**src/hdl/hybrid_merge_sorter_assert.svh**
```systemverilog
// Assertion helpers used by the sorter RTL.
`ifndef HYBRID_MERGE_SORTER_ASSERT_SVH
`define HYBRID_MERGE_SORTER_ASSERT_SVH

// Same-cycle implication, disabled while reset is low.
`define HMS_ASSERT_NOW(lbl, clk, rst_n, pre, post) \
    lbl: assert property (@(posedge clk) disable iff (!(rst_n)) (pre) |-> (post)) \
        else $error("hms same-cycle check failed");

// Next-cycle implication, disabled while reset is low.
`define HMS_ASSERT_NEXT(lbl, clk, rst_n, pre, post) \
    lbl: assert property (@(posedge clk) disable iff (!(rst_n)) (pre) |=> (post)) \
        else $error("hms next-cycle check failed");

`endif

```
**src/hdl/hms_pkg.sv**
```systemverilog
package hms_pkg;

    localparam int DATA_W        = 32;
    localparam int MAX_ITEMS_DEF = 64;

    // one value slot moving between neighboring cells
    typedef struct packed {
        logic                     vld;
        logic signed [DATA_W-1:0] val;
    } t_link;

endpackage

```
**src/hdl/hms_cell.sv**
```systemverilog
module hms_cell (
    input  logic           i_clk,
    input  logic           i_rst_n,
    input  logic           i_shift,   // drain: take the right neighbor's value
    input  hms_pkg::t_link i_pass,    // value handed in from the left
    input  hms_pkg::t_link i_next,    // value held by the right neighbor
    output hms_pkg::t_link o_pass,    // value handed on to the right
    output hms_pkg::t_link o_held     // value held here
);

    logic                              r_full;
    logic signed [hms_pkg::DATA_W-1:0] r_val;
    logic                              r_pass_vld;
    logic signed [hms_pkg::DATA_W-1:0] r_pass_val;

    logic                              n_full;
    logic signed [hms_pkg::DATA_W-1:0] n_val;
    logic                              n_pass_vld;
    logic signed [hms_pkg::DATA_W-1:0] n_pass_val;
    logic                              w_less;

    assign w_less = i_pass.val < r_val;

    always_comb begin
        n_full     = r_full;
        n_val      = r_val;
        n_pass_vld = 1'b0;
        n_pass_val = r_pass_val;
        if (i_shift) begin
            n_full = i_next.vld;
            n_val  = i_next.val;
        end else if (i_pass.vld) begin
            if (!r_full) begin
                n_full = 1'b1;
                n_val  = i_pass.val;
            end else begin
                // keep the smaller, hand the larger on
                n_pass_vld = 1'b1;
                if (w_less) begin
                    n_val      = i_pass.val;
                    n_pass_val = r_val;
                end else begin
                    n_pass_val = i_pass.val;
                end
            end
        end
    end

    always_ff @(posedge i_clk) begin
        if (!i_rst_n) begin
            r_full     <= 1'b0;
            r_pass_vld <= 1'b0;
        end else begin
            r_full     <= n_full;
            r_pass_vld <= n_pass_vld;
        end
    end

    always_ff @(posedge i_clk) begin
        r_val      <= n_val;
        r_pass_val <= n_pass_val;
    end

    assign o_pass.vld = r_pass_vld;
    assign o_pass.val = r_pass_val;
    assign o_held.vld = r_full;
    assign o_held.val = r_val;

endmodule

```
**config.mk**
```make
export PLATFORM = sky130hd
export DESIGN_NAME = hms_cell
export DESIGN_NICKNAME = d
export VERILOG_FILES = /design/src/hdl/hybrid_merge_sorter_assert.svh /design/src/hdl/hms_pkg.sv /design/src/hdl/hms_cell.sv
export SDC_FILE = /design/constraint.sdc
export NUM_CORES = 1
export LEC_CHECK = 0
export ABC_AREA = 1
export BUFFER_PORTS_ARGS = -buffer_cell sky130_fd_sc_hd__buf_2
export CAP_MARGIN = 20
export CORE_MARGIN = 2
export CORE_UTILIZATION = 48
export DETAILED_ROUTE_END_ITERATION = 6
export GPL_TIMING_DRIVEN = 0
export PLACE_DENSITY_LB_ADDON = 0.1
export REMOVE_ABC_BUFFERS = 1
export SYNTH_ARGS = -nofsm -noshare
export SYNTH_HDL_FRONTEND = slang
export SYNTH_SLANG_ARGS = --single-unit
export TNS_END_PERCENT = 100
```
**constraint.sdc**
```tcl
create_clock -name i_clk -period 2.95 [get_ports i_clk]
set_clock_uncertainty 0.2 [all_clocks]
set_input_delay 0.295 -clock i_clk [delete_from_list [all_inputs] [get_ports i_clk]]
set_output_delay 0.295 -clock i_clk [all_outputs]
set_load 0.02 [all_outputs]
```
; Yosys cells after proc, flatten, opt, wreduce, memory -nomap -nowiden
; Index checks and enable logic that the tools add are counted.
[totals]
ff_bits = 66
out_inout_bits = 66
wordCells = 21
input_bits = 69
[classes]
bitwise_logic = 3
magnitude_cmp = 1
mux = 8
n_eq_ne = 1
reduce_logical = 4
[ops]
columns = cell, count
row1 = $mux W32, 5
row2 = $lt A32 B32 Y1, 1
row3 = $mux W1, 3
row4 = $ne A3 B2 Y1 const B, 1
row5 = $not A1 Y1, 3
row6 = $reduce_and A3 Y1, 1
row7 = $reduce_or A3 Y1, 1
row8 = $reduce_and A2 Y1, 1
row9 = $reduce_bool A2 Y1, 1

; Logic depth before layout (Yosys ltp)
; Gate-level depths: netlist (run 1).
[logic_depth]
ltp_word = 5
mapped_depth = 17
mapped_depth_nobuf = 16

; Worst setup path after synthesis (run 1)
; No wires, ideal clock.
[synth_timing]
path_kind = reg2reg
startpoint = register r_val[21] in the netlist's numbering
endpoint = register r_val[0] in the netlist's numbering, enable pin
required_ps = 2363
setup_time_ps = 387
path_slack_ps = 154
arrival_ps = 2209
path_buffers = 0
stages_incl_launch_ff = 12
synth_period_minus_slack_ps = 2796
path_cell_list = edfxtp_1 -> inv_1 -> ha_1 -> a21oi_1 -> nor2_1 -> nor2_1 -> nand3_1 -> a21oi_2 -> nand3_1 -> nand3_1 -> nand2_1 -> inv_1
[synth_via]
elab_chain_len = 3
[synth_lines]
columns = item, line_no
row1 = from (decl), hms_cell.sv:12  ; logic signed [hms_pkg::DATA_W-1:0] r_val;
row2 = from (signal assigned), hms_cell.sv:60  ; r_val <= n_val;
row3 = $lt A32 B32 Y1, hms_cell.sv:22  ; assign w_less = i_pass.val < r_val;
row4 = $ne A3 B2 Y1 (no line), -
row5 = $reduce_and A2 Y1 (no line), -
; No other way between the ends.
; A chain may end at the register's enable or synchronous reset.

; Worst setup path in the final report (run 1)
[layout_timing]
startpoint = register r_val[21] in the netlist's numbering
endpoint = register r_val[6] in the netlist's numbering, enable pin
; The elaborated chain is that of the path after synthesis.

==> results of run 1 <==
synthesized netlist by cell type:
master	n
nand2_2	4
buf_6	6
clkbuf_1	7
buf_4	2
nor3_1	3
a21oi_2	1
o21a_1	1
edfxtp_1	64
nor2_1	8
nor2_2	2
nand3_1	5
o21ai_0	8
nand2_1	218
inv_1	47
nand4_1	1
dfxtp_1	2
a21oi_1	15
ha_1	31
kinds of logic after synthesis:
logic type / count (synthesis)
buffers and inverters: 62
and+or+nand+nor: 241
adders and majority gates: 31
DFF: 66
AOI/OAI and AO/OA: 25
metrics by stage:
stage               power, uW  hold WS (ps)
floorplan                1620           227
global placement         1850           335
detailed placement       1890           349
CTS                      2610          6.10
global route             2740          33.8
finish                   2590          9.07
cell type report:
class	count	area [um^2]	share of cell area, %
multi-input combinational	297	1470	31.4
sequential	66	1960	41.9
clock inverter	4	42.5	0.909
inverter	47	180	3.85
timing repair buffer	138	766	16.4
tap	102	128	2.73
clock buffer	12	135	2.89
timing repair:
item / in CTS / in global routing
setup endpoints to repair: 32 / 31
buffers inserted: 1 / 0
resized for setup: 1 / 2
worst paths after layout:
kind	startpoint	to	slack, ps	depth (start not counted)
worst min register to register	r_val[13]	r_pass_val[13]	370	2
worst max register to register	r_val[21]	r_val[6]	300	13
worst min-delay path	i_rst_n	r_full	9	3
worst max-delay path	r_val[21]	r_val[6]	300	13
layer usage:
layer  part of all wire, %  up-vias  track usage (%)
met5                     0        -                0
met4                   1.7        0             7.46
met3                   5.8       13             4.27
met2                    49       97             36.0
met1                    44     1428             26.8
li1                      -     1620                -
flip-flops by register name, indices dropped and copies added (netlist names):
name        count
r_pass_val     32
r_val          32
r_full          1
r_pass_vld      1
power by group through the flow:
| stage | combinational, uW | clock (uW) | sequential [uW] |
|---|---|---|---|
| finish | 687 | 718 | 1190 |
| global route | 779 | 760 | 1200 |
| CTS | 691 | 726 | 1190 |
| detailed placement | 681 | 0 | 1210 |
| global placement | 641 | 0 | 1210 |
| floorplan | 328 | 0 | 1300 |
worst max-delay path, delay by kind of cell (launching register included):
family                     cells  cell delay, ps
DFF                            1             420
AOI/OAI and AO/OA              2             390
and+or+nand+nor                7             730
buffers and inverters          3             420
adders and majority gates      1             230
cells in the final DEF, fill, tap and decap left out, drive strengths merged:
cell and n:
clkinv 3, dfxtp 2, nor2 10, nor3 3, inv 46, edfxtp 64, nand3 5, a21oi 16
bufinv 1, o21a 1, ha 31, buf 138, clkinvlp 1, o21ai 8, clkbuf 12, nand2 222
nand4 1
==> metrics, run 1 <==
Adder-Cell Fraction of Synth Area=10.5%; Clock Latency Late Sink=330 ps; Final ANT Viol Nets=0; clock share of power=27.7%; CTS tree=built; crit end category=flop; critical path, cell by cell=inv_1 -> ha_1 -> a21oi_1 -> nor2_1 -> nor2_1 -> nand3_1 -> a21oi_2 -> nand2_2 -> nand2_1 -> nand3_1 -> nand2_1 -> clkinvlp_4 -> buf_16; Routed WL=8.87 mm; Yosys reg bits=66; pwr dens=554 nW/um^2; Avg Cell Area, Syn=8.70 um^2; largest net degree at the start of global routing=37; WL/cell=13.3 um; via count=3158; switching power=825 uW; cell area after layout=4680 um^2; Final period util=89.8%; ant diodes=0; Tightest Hold Check Type=in2reg; vias in the first global route=2970; Reg clk slew, reported paths=70 ps; initial antenna violation count=0; vias per inst=4.74; Syn Std Cell Area=3700 um^2; gr usage total=21.1%; Min Clock Period, post-route=2650 ps; first-pass GRT wire length=13.9 mm; IO Port Bufs=134; Starting Density=48.6%; grt ovf=0; post-synthesis cell type count=18; post-DP HPWL=6.22 mm; XOR/XNOR share of the synthesized area=0%; Die Span Y=91.8 um; Compound-Gate Fraction of Synth Area=3.55%; hold buffers post-CTS=0; CTS sink cnt=66; core footprint=7610 um^2; clk buf depth=2; sw frac=31.8%; die area=8420 um^2; sequential power share=45.8%; slowest CP cell=edfxtp_1; Peak Freq=0.377 GHz; total iterations of the first detailed-routing run=4; Worst-Margin Slew=751 ps; Nets=659; outcome=finished, final reports clean; final hold viol count=0; Residual DRC=0; simple-gate portion of the synthesized area=25.2%; max-cap viol count=0; Internal Dissipation=1770 uW; Synth Warn #=0; leading area contributor after synthesis=edfxtp_1; Finish-stage setup viols=0; largest family of logic cells by synthesized area=simple AND/OR/NAND/NOR gates; CP max stage delay=420 ps; number of CTS-inserted buffers=9; Area after DPL=4470 um^2; Setup CP Type=reg2reg; I/O Pins=135; floorplan row count=32; Worst slew margin=49.9%; Initial DRC Count=127; Final WS setup=301 ps; RSZ-0062 raised after global routing=no; placed cells=649; area grow syn2layout=26.6%; area fraction of the dominant cell type after synthesis=52.0%; Final Util=61.5%; Comb power frac=26.5%; Worst Path Required=2840 ps; filler cell count=709; Placer Congestion=0.767; Worst EP arrival=2530 ps; layout cell share with drive strength beyond 1=28.0%; crit path launch type=flop; H-tree level count=3; mux cell area share after synthesis=0%; fin. max-slew vios=0; Post-Synthesis Cells=425; clock root cell=clkbuf_8; synth top area cells=edfxtp_1, nand2_1, ha_1, inv_1, a21oi_1; post-synthesis sequential area ratio=53.0%; pre-CTS WS=-263 ps; Max VDD drop=0.312 mV; width of the die=91.8 um; critical path peak fanout=16; non-filler instance count after layout=666; setup_tns=0 ps; leakage power=0.00248 uW
No activity file was read; power rests on OpenSTA's default activity.
==> inputs of run 2 (changes only) <==
--- a/config.mk
+++ b/config.mk
@@ -5,7 +5,6 @@
 export SDC_FILE = /design/constraint.sdc
 export NUM_CORES = 1
 export LEC_CHECK = 0
-export ABC_AREA = 1
 export BUFFER_PORTS_ARGS = -buffer_cell sky130_fd_sc_hd__buf_2
 export CAP_MARGIN = 20
 export CORE_MARGIN = 2
==> metrics, run 2 <==
outcome=complete, but fails checks; failing checks=negative setup slack; Avg Cell Area, Syn=13.9 um^2 (+60%); pwr dens=533 nW/um^2 (-3.7%); CP top delay family=compound AO/OA/AOI/OAI gates; commonest cells after routing, fill and taps aside=buf_2, edfxtp_1, mux2_2, inv_1, ha_1; Main synth FF type=edfxtp_1; Clock Latency Late Sink=340 ps (about the same); Nets=511 (-22%); Die Span Y=90.6 um (-1.3%); setup_tns=-1880 ps (-1880 ps); r2r setup slk=-60 ps (-360 ps); layout cell share with drive strength beyond 1=55.9% (+28 points); reg2reg end=r_pass_val[25]; Max VDD drop=0.312 mV (about the same); grt ovf=0 (unchanged); number of CTS-inserted buffers=9 (unchanged); vias per inst=5.03 (+6.0%); Final ANT Viol Nets=0 (unchanged); RSZ-0062 raised after global routing=yes; core footprint=7250 um^2 (-4.7%); clk buf depth=2 (unchanged); CTS tree=built; Min Clock Period, post-route=3010 ps (+364 ps); Final WS setup=-63.7 ps (-364 ps); Placer Congestion=0.744 (-3.0%); via count=2584 (-18%); Worst-Margin Slew=953 ps (+203 ps); slowest CP cell=edfxtp_1; area grow syn2layout=36.2%; multi-input logic area=1610 um^2 (+9.9%); Finish-stage setup viols=56 (+56); Final period util=102% (+12 points); EDFF count, synth=64 (unchanged); leading area contributor after synthesis=edfxtp_1; Syn Std Cell Area=3600 um^2 (-2.7%); CP max stage delay=410 ps (about the same); Tightest Hold Check Type=in2reg; post-DP HPWL=5.31 mm (-15%); CP Launch Point=r_val[2]; R2R depth=10 (-3); Worst EP arrival=2900 ps (+370 ps); Design Power=2610 uW (+0.75%); final hold viol count=0 (unchanged); Worst slew margin=36.4% (-14 points); I/O Pins=135 (unchanged); post-synthesis sequential area ratio=54.5% (+1.5 points); width of the die=90.6 um (-1.3%); top-count cell post-synth=edfxtp_1; largest registers=r_pass_val (32), r_val (32); total area of sequential cells=1960 um^2 (unchanged); crit path launch type=flop; Yosys reg bits=66 (unchanged); WL/cell=16.0 um (+21%); initial antenna violation count=0 (unchanged); Post-synth ARST share=0% (unchanged); Worst Path Required=2840 ps (about the same); critical path, cell by cell=inv_2 -> ha_4 -> a211o_1 -> a31oi_1 -> o221ai_1 -> a211o_1 -> a211oi_4 -> buf_6 -> clkbuf_16 -> mux2_4; Final Util=67.6% (+6.0 points); floorplan row count=31 (-3.1%); Synth Warn #=0 (unchanged); pre-CTS WS=-841 ps (-578 ps); CTS sink cnt=66 (unchanged); most frequent CP cell=a211o_1; post-synthesis cell type count=31 (+13); ant diodes=0 (unchanged); Reg clk slew, reported paths=70 ps (about the same); critical path peak fanout=4 (-12); leakage power=0.00227 uW (-8.5%); Crit path depth=10 (-3); Post-Synthesis Cells=258 (-39%); area fraction of the dominant cell type after synthesis=53.4% (+1.5 points); most common cell after layout, fill and taps aside=buf_2; die area=8200 um^2 (-2.6%); Residual DRC=0 (unchanged); crit end category=flop; fin. max-slew vios=0 (unchanged); Peak Freq=0.332 GHz (-12%); WP buf/inv=3 (unchanged); max-cap viol count=0 (unchanged); IO Port Bufs=134 (unchanged); Setup CP Type=reg2reg; Starting Density=49.6% (+0.98 points); total iterations of the first detailed-routing run=4 (unchanged); reg-to-reg startpoint=r_val[2]; Routed WL=8.25 mm (-7.0%); gr usage total=20.3% (-0.89 points); synth top area cells=edfxtp_1, mux2_2, ha_1, inv_1, a21oi_1; crit path to=r_pass_val[25]; largest net degree at the start of global routing=39 (+5.4%); H-tree level count=3 (unchanged); first-pass GRT wire length=12.8 mm (-7.8%); clock root cell=clkbuf_8; commonest cells in the netlist=edfxtp_1, mux2_2, inv_1; worst hold stages=2 (-1); Initial DRC Count=80 (-37%); filler cell count=567 (-20%); vias in the first global route=2594 (-13%)
==> run 2: power by group <==
part	internal, uW	switching (uW)	total (uW)
registers	1130	36.6	1170
clock network	289	337	626
logic	438	380	819
==> run 2: stage by stage <==
| stage | cells | instance area [um^2] | hold WS, ps |
|---|---|---|---|
| 6_report | 514 | 4900 | 54.2 |
| 2_1_floorplan | 249 | 3530 | 217 |
| 4_1_cts | 512 | 4800 | 40.0 |
| 3_3_place_gp | 482 | 4330 | 315 |
| 3_5_place_dp | 485 | 4400 | 326 |
| 5_1_grt | 514 | 4900 | 41.6 |
==> run 2: what timing repair did <==
item	in CTS	in global routing
hold buffers	1	0
pin swaps	3	5
gates cloned	4	2
setup endpoints to repair	63	63
buffers inserted	7	1
resized for setup	22	16
endpoints found under the hold margin	1	0
==> run 2: cell type report <==
class / count / area share [%]
inverters: 33 / 2.53
clock buffers: 10 / 2.60
multi-input cells: 152 / 32.9
well taps: 99 / 2.53
clock inverters: 5 / 0.460
flip-flops and latches: 66 / 40.0
repair buffers: 149 / 18.9
==> run 2: kinds of logic after synthesis <==
kind of cell             synth area share, %
buffers and inverters                   5.22
AO/OA/AOI/OAI                           5.53
flip-flops                              54.5
AND/OR/NAND/NOR                         3.90
multiplexers                            20.0
adder cells (fa/ha/maj)                 10.8
==> run 2: layer usage <==
layer,global-route usage (%),up-vias,wire length [um]
met5,0,-,0
met4,8.08,0,127
met3,4.59,10,429
met2,32.5,84,3970
met1,26.7,1216,3720
li1,-,1274,-
==> run 2: worst register-to-register path: cells and delay by family (launching register included) <==
family | cells | cell delay [ps]
fa+ha+maj | 1 | 190
compound gates | 5 | 1250
buf+inv | 3 | 410
mux | 1 | 300
flops | 1 | 410
==> run 2: worst min-delay path by stage <==
stage                       endpoint  slack (ps)       start
final                       r_val[8]          50   i_next[8]
after global routing       r_val[24]          40  i_next[24]
after global placement    r_pass_vld         310     i_rst_n
after CTS                   r_val[8]          40   i_next[8]
after detailed placement  r_pass_vld         330     i_rst_n
after floorplan           r_pass_vld         220     i_rst_n
